`config.mk`:
```
export PLATFORM = sky130hd
export DESIGN_NAME = slip_frame_decoder_flat
export DESIGN_NICKNAME = d
export VERILOG_FILES = /design/src/rtl/core/sfd_pkg.sv /design/src/rtl/core/sfd_stream_if.sv /design/src/rtl/core/slip_frame_decoder.sv /design/src/rtl/core/sfd_front.sv /design/src/rtl/core/sfd_fifo.sv /design/src/rtl/core/sfd_back.sv /design/src/flat_wrapper.sv
export SDC_FILE = /design/constraint.sdc
export NUM_CORES = 1
export LEC_CHECK = 0
export ABC_AREA = 1
export ABC_CLOCK_PERIOD_IN_PS = 2700
export BUFFER_PORTS_ARGS = -buffer_cell sky130_fd_sc_hd__buf_4
export CAP_MARGIN = 20
export CELL_PAD_IN_SITES_DETAIL_PLACEMENT = 0
export CELL_PAD_IN_SITES_GLOBAL_PLACEMENT = 1
export CORE_ASPECT_RATIO = 1.75
export CORE_MARGIN = 2
export CORE_UTILIZATION = 30
export CTS_CLUSTER_DIAMETER = 50
export DETAILED_ROUTE_END_ITERATION = 10
export PLACE_DENSITY_LB_ADDON = 0.1
export SKIP_CTS_REPAIR_TIMING = 1
export SYNTH_ARGS = -nofsm -noshare
export SYNTH_HDL_FRONTEND = slang
export SYNTH_SLANG_ARGS = --single-unit
```
`constraint.sdc`:
```
create_clock -name clk -period 2.7 [get_ports clk]
set_clock_uncertainty 0.1 [all_clocks]
set_input_delay 0.27 -clock clk [delete_from_list [all_inputs] [get_ports clk]]
set_output_delay 0.27 -clock clk [all_outputs]
set_load 0.05 [all_outputs]
```
`src/rtl/core/sfd_pkg.sv`:
```
// ----------------------------------------------------------------------------
// SLIP frame decoder package
// Shared widths, codes and the queue entry type of the SLIP frame decoder.
// ----------------------------------------------------------------------------
package sfd_pkg;

	localparam int ByteW     = 8;
	localparam int CfgIdxW   = 2;
	localparam int FifoDepth = 4;
	localparam int FifoPtrW  = $clog2(FifoDepth);

	localparam logic [ByteW-1:0] EndReset       = 8'd192;
	localparam logic [ByteW-1:0] EscReset       = 8'd219;
	localparam logic [ByteW-1:0] EscEndReset    = 8'd220;
	localparam logic [ByteW-1:0] EscEscReset    = 8'd221;

	typedef enum logic [1:0] {
		PH_OUTSIDE,
		PH_INSIDE,
		PH_ESCAPE
	} phase_t;

	typedef enum logic [1:0] {
		ST_OK,
		ST_BAD_START,
		ST_BAD_ESCAPE,
		ST_INCOMPLETE
	} status_t;

	typedef enum logic [CfgIdxW-1:0] {
		CFG_END_CODE,
		CFG_ESCAPE_CODE,
		CFG_ESCAPED_END_CODE,
		CFG_ESCAPED_ESCAPE_CODE
	} cfg_reg_t;

	typedef struct packed {
		logic             emit;
		logic [ByteW-1:0] data;
		logic             has_status;
		status_t          status;
	} entry_t;

endpackage

```
`src/rtl/core/sfd_stream_if.sv`:
```
// ----------------------------------------------------------------------------
// SLIP frame decoder stream interfaces
// Valid/ready channels for framed input bytes and decoded result items.
// ----------------------------------------------------------------------------
interface sfd_in_if;
	logic                    valid;
	logic                    ready;
	logic [sfd_pkg::ByteW-1:0] in_byte;
	logic                    end_of_buffer;

	modport source (output valid, output in_byte, output end_of_buffer, input ready);
	modport sink (input valid, input in_byte, input end_of_buffer, output ready);
endinterface

interface sfd_out_if;
	logic                    valid;
	logic                    ready;
	logic [sfd_pkg::ByteW-1:0] out_byte;
	logic                    is_status;
	logic [1:0]              status;
	logic                    last_result;

	modport source (output valid, output out_byte, output is_status, output status,
		output last_result, input ready);
	modport sink (input valid, input out_byte, input is_status, input status,
		input last_result, output ready);
endinterface

```
`src/rtl/core/slip_frame_decoder.sv`:
```
// ----------------------------------------------------------------------------
// SLIP frame decoder
// Accepts one framed byte per cycle while the queue is not full; a result
// item passes through the queue and then the output register. A byte that
// yields both a data and a status item gives two output items; a four-entry
// queue between classifier and output register absorbs this.
// Reset clears the framing state and the queue and restores the default codes.
// ----------------------------------------------------------------------------
module slip_frame_decoder (
	input  logic                        clk,
	input  logic                        arst_n,
	input  logic                        cfg_we,
	input  logic [sfd_pkg::CfgIdxW-1:0] cfg_index,
	input  logic [sfd_pkg::ByteW-1:0]   cfg_data,
	sfd_in_if.sink                      framed,
	sfd_out_if.source                   decoded
);

	logic            q_push;
	logic            q_full;
	logic            q_pop;
	logic            q_empty;
	sfd_pkg::entry_t q_wr;
	sfd_pkg::entry_t q_rd;

	sfd_front u_front (
		.clk       (clk),
		.arst_n    (arst_n),
		.cfg_we    (cfg_we),
		.cfg_index (cfg_index),
		.cfg_data  (cfg_data),
		.framed    (framed),
		.q_full    (q_full),
		.q_push    (q_push),
		.q_entry   (q_wr)
	);

	sfd_fifo u_fifo (
		.clk      (clk),
		.arst_n   (arst_n),
		.push     (q_push),
		.wr_entry (q_wr),
		.full     (q_full),
		.pop      (q_pop),
		.empty    (q_empty),
		.rd_entry (q_rd)
	);

	sfd_back u_back (
		.clk     (clk),
		.arst_n  (arst_n),
		.empty   (q_empty),
		.head    (q_rd),
		.pop     (q_pop),
		.decoded (decoded)
	);

endmodule

```
`src/rtl/core/sfd_front.sv`:
```
// ----------------------------------------------------------------------------
// SLIP frame decoder front end
// Holds the code registers and the framing state, classifies each input
// item and pushes the decoded byte and final status into the queue.
// ----------------------------------------------------------------------------
module sfd_front (
	input  logic                          clk,
	input  logic                          arst_n,
	input  logic                          cfg_we,
	input  logic [sfd_pkg::CfgIdxW-1:0]   cfg_index,
	input  logic [sfd_pkg::ByteW-1:0]     cfg_data,
	sfd_in_if.sink                        framed,
	input  logic                          q_full,
	output logic                          q_push,
	output sfd_pkg::entry_t               q_entry
);

	logic [sfd_pkg::ByteW-1:0] end_q;
	logic [sfd_pkg::ByteW-1:0] esc_q;
	logic [sfd_pkg::ByteW-1:0] esc_end_q;
	logic [sfd_pkg::ByteW-1:0] esc_esc_q;
	sfd_pkg::phase_t           phase_q;
	sfd_pkg::phase_t           phase_n;
	sfd_pkg::status_t          error_q;
	sfd_pkg::status_t          error_n;
	sfd_pkg::status_t          status;
	logic                      accept;
	logic                      emit;
	logic [sfd_pkg::ByteW-1:0] data;
	logic [sfd_pkg::ByteW-1:0] b;

	assign framed.ready = !q_full;
	assign accept       = framed.valid && framed.ready;
	assign b            = framed.in_byte;

	always_ff @(posedge clk or negedge arst_n) begin
		if (!arst_n) begin
			end_q     <= sfd_pkg::EndReset;
			esc_q     <= sfd_pkg::EscReset;
			esc_end_q <= sfd_pkg::EscEndReset;
			esc_esc_q <= sfd_pkg::EscEscReset;
		end else if (cfg_we) begin
			unique case (sfd_pkg::cfg_reg_t'(cfg_index))
				sfd_pkg::CFG_END_CODE:            end_q     <= cfg_data;
				sfd_pkg::CFG_ESCAPE_CODE:         esc_q     <= cfg_data;
				sfd_pkg::CFG_ESCAPED_END_CODE:    esc_end_q <= cfg_data;
				sfd_pkg::CFG_ESCAPED_ESCAPE_CODE: esc_esc_q <= cfg_data;
				default: ;
			endcase
		end
	end

	always_comb begin
		phase_n = phase_q;
		error_n = error_q;
		emit    = 1'b0;
		data    = b;
		if (error_q == sfd_pkg::ST_OK) begin
			unique case (phase_q)
				sfd_pkg::PH_INSIDE: begin
					if (b == end_q) begin
						phase_n = sfd_pkg::PH_OUTSIDE;
					end else if (b == esc_q) begin
						phase_n = sfd_pkg::PH_ESCAPE;
					end else begin
						emit = 1'b1;
					end
				end
				sfd_pkg::PH_ESCAPE: begin
					if (b == esc_end_q) begin
						emit    = 1'b1;
						data    = end_q;
						phase_n = sfd_pkg::PH_INSIDE;
					end else if (b == esc_esc_q) begin
						emit    = 1'b1;
						data    = esc_q;
						phase_n = sfd_pkg::PH_INSIDE;
					end else begin
						error_n = sfd_pkg::ST_BAD_ESCAPE;
					end
				end
				default: begin
					if (b == end_q) begin
						phase_n = sfd_pkg::PH_INSIDE;
					end else begin
						error_n = sfd_pkg::ST_BAD_START;
					end
				end
			endcase
		end

		if (error_n != sfd_pkg::ST_OK) begin
			status = error_n;
		end else if (phase_n == sfd_pkg::PH_INSIDE || phase_n == sfd_pkg::PH_ESCAPE) begin
			status = sfd_pkg::ST_INCOMPLETE;
		end else begin
			status = sfd_pkg::ST_OK;
		end

		q_entry.emit       = emit;
		q_entry.data       = data;
		q_entry.has_status = framed.end_of_buffer;
		q_entry.status     = status;
		q_push             = accept && (emit || framed.end_of_buffer);
	end

	always_ff @(posedge clk or negedge arst_n) begin
		if (!arst_n) begin
			phase_q <= sfd_pkg::PH_OUTSIDE;
			error_q <= sfd_pkg::ST_OK;
		end else if (accept) begin
			if (framed.end_of_buffer) begin
				phase_q <= sfd_pkg::PH_OUTSIDE;
				error_q <= sfd_pkg::ST_OK;
			end else begin
				phase_q <= phase_n;
				error_q <= error_n;
			end
		end
	end

endmodule

```
`src/rtl/core/sfd_fifo.sv`:
```
// ----------------------------------------------------------------------------
// SLIP frame decoder queue
// Short register queue that decouples the front end from the result stage.
// ----------------------------------------------------------------------------
module sfd_fifo (
	input  logic            clk,
	input  logic            arst_n,
	input  logic            push,
	input  sfd_pkg::entry_t wr_entry,
	output logic            full,
	input  logic            pop,
	output logic            empty,
	output sfd_pkg::entry_t rd_entry
);

	localparam logic [sfd_pkg::FifoPtrW:0] FullCount = (sfd_pkg::FifoPtrW + 1)'(sfd_pkg::FifoDepth);

	sfd_pkg::entry_t               mem_q [sfd_pkg::FifoDepth];
	logic [sfd_pkg::FifoPtrW-1:0]  wr_ptr_q;
	logic [sfd_pkg::FifoPtrW-1:0]  rd_ptr_q;
	logic [sfd_pkg::FifoPtrW:0]    count_q;
	logic                          do_push;
	logic                          do_pop;

	assign full     = (count_q == FullCount);
	assign empty    = (count_q == '0);
	assign do_push  = push && !full;
	assign do_pop   = pop && !empty;
	assign rd_entry = mem_q[rd_ptr_q];

	always_ff @(posedge clk) begin
		if (do_push) begin
			mem_q[wr_ptr_q] <= wr_entry;
		end
	end

	always_ff @(posedge clk or negedge arst_n) begin
		if (!arst_n) begin
			wr_ptr_q <= '0;
			rd_ptr_q <= '0;
			count_q  <= '0;
		end else begin
			if (do_push) begin
				wr_ptr_q <= wr_ptr_q + 1'b1;
			end
			if (do_pop) begin
				rd_ptr_q <= rd_ptr_q + 1'b1;
			end
			if (do_push && !do_pop) begin
				count_q <= count_q + 1'b1;
			end else if (do_pop && !do_push) begin
				count_q <= count_q - 1'b1;
			end
		end
	end

endmodule

```
`src/rtl/core/sfd_back.sv`:
```
// ----------------------------------------------------------------------------
// SLIP frame decoder result stage
// Expands each queue entry into a data item, a status item or both, and
// holds them in an output register until the sink takes them.
// ----------------------------------------------------------------------------
module sfd_back (
	input  logic            clk,
	input  logic            arst_n,
	input  logic            empty,
	input  sfd_pkg::entry_t head,
	output logic            pop,
	sfd_out_if.source       decoded
);

	logic                      valid_q;
	logic [sfd_pkg::ByteW-1:0] byte_q;
	logic                      is_status_q;
	sfd_pkg::status_t          status_q;
	logic                      last_q;
	logic                      data_done_q;
	logic                      data_done_n;
	logic                      load;
	logic                      produce;
	logic [sfd_pkg::ByteW-1:0] res_byte;
	logic                      res_is_status;
	sfd_pkg::status_t          res_status;
	logic                      res_last;

	assign load = !valid_q || decoded.ready;

	always_comb begin
		pop           = 1'b0;
		produce       = 1'b0;
		data_done_n   = data_done_q;
		res_byte      = '0;
		res_is_status = 1'b0;
		res_status    = sfd_pkg::ST_OK;
		res_last      = 1'b0;
		if (load && !empty) begin
			produce = 1'b1;
			if (head.emit && !data_done_q) begin
				res_byte = head.data;
				res_last = !head.has_status;
				if (head.has_status) begin
					data_done_n = 1'b1;
				end else begin
					pop = 1'b1;
				end
			end else begin
				res_is_status = 1'b1;
				res_status    = head.status;
				res_last      = 1'b1;
				pop           = 1'b1;
				data_done_n   = 1'b0;
			end
		end
	end

	always_ff @(posedge clk or negedge arst_n) begin
		if (!arst_n) begin
			valid_q     <= 1'b0;
			data_done_q <= 1'b0;
		end else begin
			if (load) begin
				valid_q <= produce;
			end
			data_done_q <= data_done_n;
		end
	end

	always_ff @(posedge clk) begin
		if (load && produce) begin
			byte_q      <= res_byte;
			is_status_q <= res_is_status;
			status_q    <= res_status;
			last_q      <= res_last;
		end
	end

	assign decoded.valid       = valid_q;
	assign decoded.out_byte    = byte_q;
	assign decoded.is_status   = is_status_q;
	assign decoded.status      = status_q;
	assign decoded.last_result = last_q;

endmodule

```
`src/flat_wrapper.sv`:
```
// flat-port wrapper written by rule: the top's interface ports become plain ports
module slip_frame_decoder_flat 
  (clk, arst_n, cfg_we, cfg_index, cfg_data, framed_valid, framed_in_byte, framed_end_of_buffer, framed_ready, decoded_valid, decoded_out_byte, decoded_is_status, decoded_status, decoded_last_result, decoded_ready);
  sfd_in_if framed_i ();
  sfd_out_if decoded_i ();
  input  logic clk;
  input  logic arst_n;
  input  logic cfg_we;
  input  logic [sfd_pkg::CfgIdxW-1:0] cfg_index;
  input  logic [sfd_pkg::ByteW-1:0] cfg_data;
  input wire logic [$bits(framed_i.valid)-1:0] framed_valid;
  input wire logic [$bits(framed_i.in_byte)-1:0] framed_in_byte;
  input wire logic [$bits(framed_i.end_of_buffer)-1:0] framed_end_of_buffer;
  output wire logic [$bits(framed_i.ready)-1:0] framed_ready;
  output wire logic [$bits(decoded_i.valid)-1:0] decoded_valid;
  output wire logic [$bits(decoded_i.out_byte)-1:0] decoded_out_byte;
  output wire logic [$bits(decoded_i.is_status)-1:0] decoded_is_status;
  output wire logic [$bits(decoded_i.status)-1:0] decoded_status;
  output wire logic [$bits(decoded_i.last_result)-1:0] decoded_last_result;
  input wire logic [$bits(decoded_i.ready)-1:0] decoded_ready;
  assign framed_i.valid = framed_valid;
  assign framed_i.in_byte = framed_in_byte;
  assign framed_i.end_of_buffer = framed_end_of_buffer;
  assign framed_ready = framed_i.ready;
  assign decoded_valid = decoded_i.valid;
  assign decoded_out_byte = decoded_i.out_byte;
  assign decoded_is_status = decoded_i.is_status;
  assign decoded_status = decoded_i.status;
  assign decoded_last_result = decoded_i.last_result;
  assign decoded_i.ready = decoded_ready;
  slip_frame_decoder u_core (.clk(clk), .arst_n(arst_n), .cfg_we(cfg_we), .cfg_index(cfg_index), .cfg_data(cfg_data), .framed(framed_i), .decoded(decoded_i));
endmodule
```
# After elaboration in Yosys (flattened, before gate mapping)
# Memory sizes are Yosys's and may differ from the RTL's.
# Index checks and enable logic that the tools add are counted.
[op_classes]
n_bitwise = 1
reduce_logical = 31
mux = 38
add_sub_neg = 4
n_eq_ne = 13
[op_table]
columns = ["operator", "count"]
rows = [
  ["== test 8 bit", 4],
  ["two-way mux 8 bit", 4],
  ["two-way mux 2 bit", 14],
  ["two-way mux 1 bit", 15],
  ["AND reduction 2 bit", 6],
  ["logical AND 1 bit", 9],
  ["== test 2 bit, second input constant", 4],
  ["case mux 2 bit (2 select lines)", 2],
  ["logical NOT 1 bit", 7],
  ["== test 2 x 1 -> 1 bit, second input constant", 3],
  ["two-way mux 3 bit", 2],
  ["adder 2 x 1 -> 2 bit, second input constant", 2],
  ["logical NOT 2 bit", 2],
  ["nonzero test 2 bit", 2],
  ["adder 3 x 1 -> 3 bit, second input constant", 1],
  ["== test 3 bit, second input constant", 1],
  ["logical NOT 3 bit", 1],
  ["logical OR 1 bit", 3],
  ["subtractor 3 x 1 -> 3 bit, second input constant", 1],
  ["inequality test 2 bit, second input constant", 1],
  ["case mux 1 bit (2 select lines)", 1],
  ["OR reduction 2 bit", 1],
  ["inverter 1 bit", 1],
]
[word_totals]
memories = 1
ff_bits = 57
ram_bits = 48
out_inout_bits = 14
input_bits = 24
[mem_list]
columns = ["name", "depth", "word_bits", "rd", "rd_clocked_by_memory_dff", "write_ports", "line_no", "rtl"]
rows = [
  ["u_core.u_fifo.mem_q", 4, 12, 1, 0, 1, "sfd_fifo.sv:18", "sfd_pkg::entry_t mem_q [sfd_pkg::FifoDepth];"],
]

# Depth between registers and ports, before layout
[depth]
ltp_word = 12
ltp_mapped = 20
mapped_depth_nobuf = 19

# Hierarchy
# Synthesis repeated with hierarchy kept, for this count alone.
[unflattened]
hier_cells = 571
hier_area_um2 = 5383.9
[modules_own_cells]
columns = ["mod", "cells_per_inst", "instances", "seq_area_each_um2", "area_each_um2"]
rows = [
  ["sfd_fifo", 201, 1, 1616.6, 2401.1],
  ["sfd_front", 318, 1, 924.6, 2354.8],
  ["sfd_back", 52, 1, 410.4, 628.1],
]

# Worst setup path after synthesis
# No wires, ideal clock.
[synth_timing]
path_type = "register to register"
startpoint = "reg u_core.u_back.valid_q (netlist: u_core.u_back.decoded.valid)"
endpoint = "reg u_core.u_fifo.count_q[1] in the netlist's numbering"
setup_slack_ns = -0.104
path_stages_with_launch = 10
arrival_ns = 2.581
setup_time_ns = 0.123
period_less_slack_ns = 2.804
path_cell_list = "dfrtp_1 inv_1 nor2_1 a31oi_1 o21ai_1 ha_1 inv_1 fa_1 nor2_1 a21oi_1"
[synth_via]
elab_chain_cells = 8
[synth_lines]
columns = ["item", "line_no", "rtl"]
rows = [
  ["start, declared", "sfd_back.sv:15", "logic valid_q;"],
  ["start signal, assigned", "sfd_back.sv:65", "valid_q <= produce;"],
  ["logical NOT 1 bit *", "sfd_back.sv:29", "assign load = !valid_q || decoded.ready;"],
  ["logical OR 1 bit *", "sfd_back.sv:29", ""],
  ["logical AND 1 bit *", "sfd_back.sv:39", "if (load && !empty) begin"],
  ["two-way mux 1 bit *", "sfd_back.sv:39", ""],
  ["logical AND 1 bit *", "sfd_fifo.sv:28", "assign do_pop = pop && !empty;"],
  ["logical NOT 1 bit", "sfd_fifo.sv:49", "if (do_push && !do_pop) begin"],
  ["logical AND 1 bit", "sfd_fifo.sv:49", ""],
  ["two-way mux 3 bit or nonzero test 2 bit (tied branches)", "--", ""],
  ["end signal, assigned", "sfd_fifo.sv:50", "count_q <= count_q + 1'b1;"],
  ["end signal, assigned", "sfd_fifo.sv:52", "count_q <= count_q - 1'b1;"],
  ["end, declared", "sfd_fifo.sv:21", "logic [sfd_pkg::FifoPtrW:0] count_q;"],
]
# Mark *: on every way between the ends. The rest lies on a longest branch, timed or not.
# A chain may end at the register's enable or synchronous reset.

==> impl_results.md <==
* Post-synthesis sequential area ratio at between 50 and 60%
* Peak VDD IR at 0.300 mV
* TritonRoute pass-1 iters at 4
* Post-synth top area share at 35.8%
* Initial antenna violation count at 0
* #FFs+latches synth at roughly 110
* Post-Syn Area per Cell at ~9.5 um^2
* CP max-delay cell: dfstp_2
* Top post-synthesis cells by area: edfxtp_1, dfrtp_1, dfstp_2, nand2_1, o21ai_0
* Die width at 102 um
* Die height at ~180 um
* Clk buf depth at 2
* Layout Nets at 605
* Most used cell, CP: inv_2
* Tcrit/Tclk final at between 90% and 100%
* Outcome: finished, final reports clean
* Core ar. at 0.0164 mm^2
* I/O pin count at 38
* Routed Antenna Nets at 0
* Crit start category: register
* Leading area contributor after synthesis: edfxtp_1
* Share of layout cells above drive strength 1 at about a fifth
* Vias in the first global route at 3479
* CTS Buf Count at 9
* First-iteration detailed-routing DRC count at about 120
* Min-Delay Path Class: input pin to register
* Mapped Area at just over 0.005 mm^2
* Setup CP Type: register to register
* Fin. max-slew vios at 0
* Worst Setup End Kind: register
* Mapped Nets at between 500 and 600
* IO Port Bufs at 37
* Mapped Cells at between 500 and 600
* Total GRT Usage at around 14%
* YS warnings at 0
* Final setup vio count at 0
* Fmax at 0.391 GHz
* CTS H-tree depth at 3
* Leakage power at 2.54 nW
* WL final at 11600 um
* Wire per inst at between 10 and 15 um
* CP max stage delay at 550 ps
* Worst path top cell family by delay: simple AND/OR/NAND/NOR gates
* Die area at approximately 0.018 mm^2
* CP Buf/Inv Count at 3
* DR vias at between 3000 and 4000
* Pwr/cell area at between 900 and 1000 mW/mm^2
* Crit path arrival time at roughly 2700 ps
* Clock sink count at approximately 110
* Max cap viols at 0
* Antenna cell count at 0
* Critical-path cell list: xnor2_2, nand2_1, nor2_4, nand2_4, nand2_4, nand2_2, nand2_2, nand2_1, inv_2, o21ai_4, inv_2, ha_1, inv_2, fa_2, a21oi_1, o21ai_1, xor2_1
* Fillers at approximately 1700
* Syn-to-layout area delta at 17.4%
* Tot Pwr at between 5 and 6 mW
* Hold WS at ~74 ps
* RSZ-0062 raised after global routing: no
* Clock Latency Late Sink at around 340 ps
* Hold Vio Cnt, Final at 0
* Global-route wire length before repair at roughly 19000 um
* Worst-path fanout max at 3
* Gpl congestion at just under 0.8
* Total gr overflow at 0
* Largest net degree at the start of global routing at 46
* FF-to-FF setup slack at about 140 ps
* Clock root buffer: clkbuf_16
* Worst slew margin at around 56%
* Initial Utilization at between 30% and 40%
* Vias per inst at 4.28
* Reg clk slew, reported paths at about 70 ps
* DRC at 0
* # rows at 62
* Required @ worst endpoint at between 2000 and 3000 ps
* CTS tree: built
* Synth cell types at 32
* Detailed Place HPWL at around 8600 um
* Tmin final at between 2000 and 3000 ps
* Measured slew at the worst slew-check pin at roughly 650 ps
* Post-route setup TNS at 0 ps
==> cell families after synthesis <==
family	Yosys count	synth area share (%)
mux	2	0.397
xor+xnor	25	4.35
fa+ha+maj	8	2.14
flops	105	58.6
simple gates	208	16.4
buf+inv	85	7.70
compound gates	96	10.4
==> synthesized netlist by cell type <==
| master | instances |
|---|---|
| a21oi_1 | 19 |
| a31oi_1 | 1 |
| a32o_1 | 1 |
| buf_1 | 2 |
| buf_2 | 1 |
| buf_6 | 9 |
| clkbuf_1 | 9 |
| dfrtp_1 | 26 |
| dfstp_2 | 19 |
| edfxtp_1 | 60 |
| fa_1 | 1 |
| ha_1 | 7 |
| inv_1 | 55 |
| inv_2 | 9 |
| mux2i_1 | 2 |
| nand2_1 | 125 |
| nand2_2 | 2 |
| nand2_4 | 2 |
| nand3_1 | 7 |
| nand3_2 | 1 |
| nand4_1 | 1 |
| nor2_1 | 66 |
| nor2_2 | 3 |
| o211ai_1 | 1 |
| o21ai_0 | 63 |
| o21ai_1 | 2 |
| o21ai_2 | 5 |
| o21ai_4 | 1 |
| o22ai_1 | 3 |
| or2_2 | 1 |
| xnor2_1 | 22 |
| xor2_1 | 3 |
==> per-stage QoR <==
stage / setup slack [ps] / std cells / cell area, um^2 / utilization, %
after detailed placement: 15.0 / 783 / 5560 / 33.8
after global placement: 22.7 / 783 / 5560 / 33.8
after floorplan: 174 / 529 / 5040 / -
final: 144 / 802 / 5910 / 35.9
after global routing: 6.80 / 802 / 5910 / 35.9
after CTS: 9.40 / 799 / 5860 / 35.6
==> report_power, final <==
group	internal [mW]	leakage, nW	total [mW]	switching (mW)
combinational	0.597	1.32	1.81	1.21
clock	0.716	0.142	1.32	0.602
sequential	2.10	1.07	2.27	0.169
total	3.41	2.54	5.39	1.98
==> registers in the layout, indices dropped and copies added, names as in the netlist <==
signal / count
u_core.u_back.data_done_q: 1
u_core.u_back.decoded.is_status: 1
u_core.u_back.decoded.last_result: 1
u_core.u_back.decoded.out_byte: 8
u_core.u_back.decoded.status: 2
u_core.u_back.decoded.valid: 1
u_core.u_fifo.count_q: 3
u_core.u_fifo.mem_q: 48
u_core.u_fifo.rd_ptr_q: 2
u_core.u_fifo.wr_ptr_q: 2
u_core.u_front.end_q: 8
u_core.u_front.error_q: 2
u_core.u_front.esc_end_q: 8
u_core.u_front.esc_esc_q: 8
u_core.u_front.esc_q: 8
u_core.u_front.phase_q: 2
==> layout by cell type, fill, tap and decap left out, types with 2 or more instances in the layout <==
cell type        n
a21oi_1         19
buf_4           52
clkbuf_16       10
clkinvlp_4       2
dfrtp_1         26
dfstp_2         19
dlygate4sd3_1    2
edfxtp_1        60
ha_1             7
inv_1           54
inv_2           10
mux2i_1          2
nand2_1        123
nand2_2          4
nand2_4          2
nand3_1          7
nor2_1          64
nor2_2           4
o21ai_0         62
o21ai_1          3
o21ai_2          5
o22ai_1          3
xnor2_1         21
xor2_1           3
==> per-layer routing <==
layer / up-vias / share of wire, % / track usage [%] / wire (um)
li1: 1784 / - / - / -
met1: 1578 / 40 / 15.3 / 4580
met2: 52 / 56 / 25.5 / 6440
met3: 16 / 2.3 / 2.59 / 261
met4: 0 / 2.6 / 5.33 / 307
met5: - / 0 / 0 / 0
==> worst reg2reg max path, cell delays in order, from the launching register on <==
cell,delay (ps)
dfstp_2,550
xnor2_2,100
nand2_1,110
nor2_4,150
nand2_4,70
nand2_4,70
nand2_2,60
nand2_2,60
nand2_1,70
inv_2,80
o21ai_4,60
inv_2,60
ha_1,150
inv_2,50
fa_2,330
a21oi_1,140
o21ai_1,90
xor2_1,140
==> final timing paths <==
| kind | from | end | cells past startpoint |
|---|---|---|---|
| worst max-delay path | u_core.u_front.esc_end_q[3] | u_core.u_fifo.count_q[2] | 17 |
| worst min-delay path | framed_end_of_buffer | u_core.u_fifo.mem_q[1][2] | 1 |
| worst max register to register | u_core.u_front.esc_end_q[3] | u_core.u_fifo.count_q[2] | 17 |
| worst min register to register | u_core.u_front.esc_esc_q[2] | u_core.u_front.esc_esc_q[2] | 2 |
| max in group asynchronous | arst_n | u_core.u_front.end_q[2] | 2 |
| min in group asynchronous | arst_n | u_core.u_back.data_done_q | 2 |
==> area by class of cell <==
type	instances	area (um^2)	share of cell area (%)
multi-input combinational	339	1730	29.2
clock inverter	4	32.5	0.550
tap	224	280	4.74
sequential	105	2950	49.9
timing repair buffer	54	410	6.94
inverter	64	240	4.06
clock buffer	12	268	4.53
(Power assumes the default switching activity.)
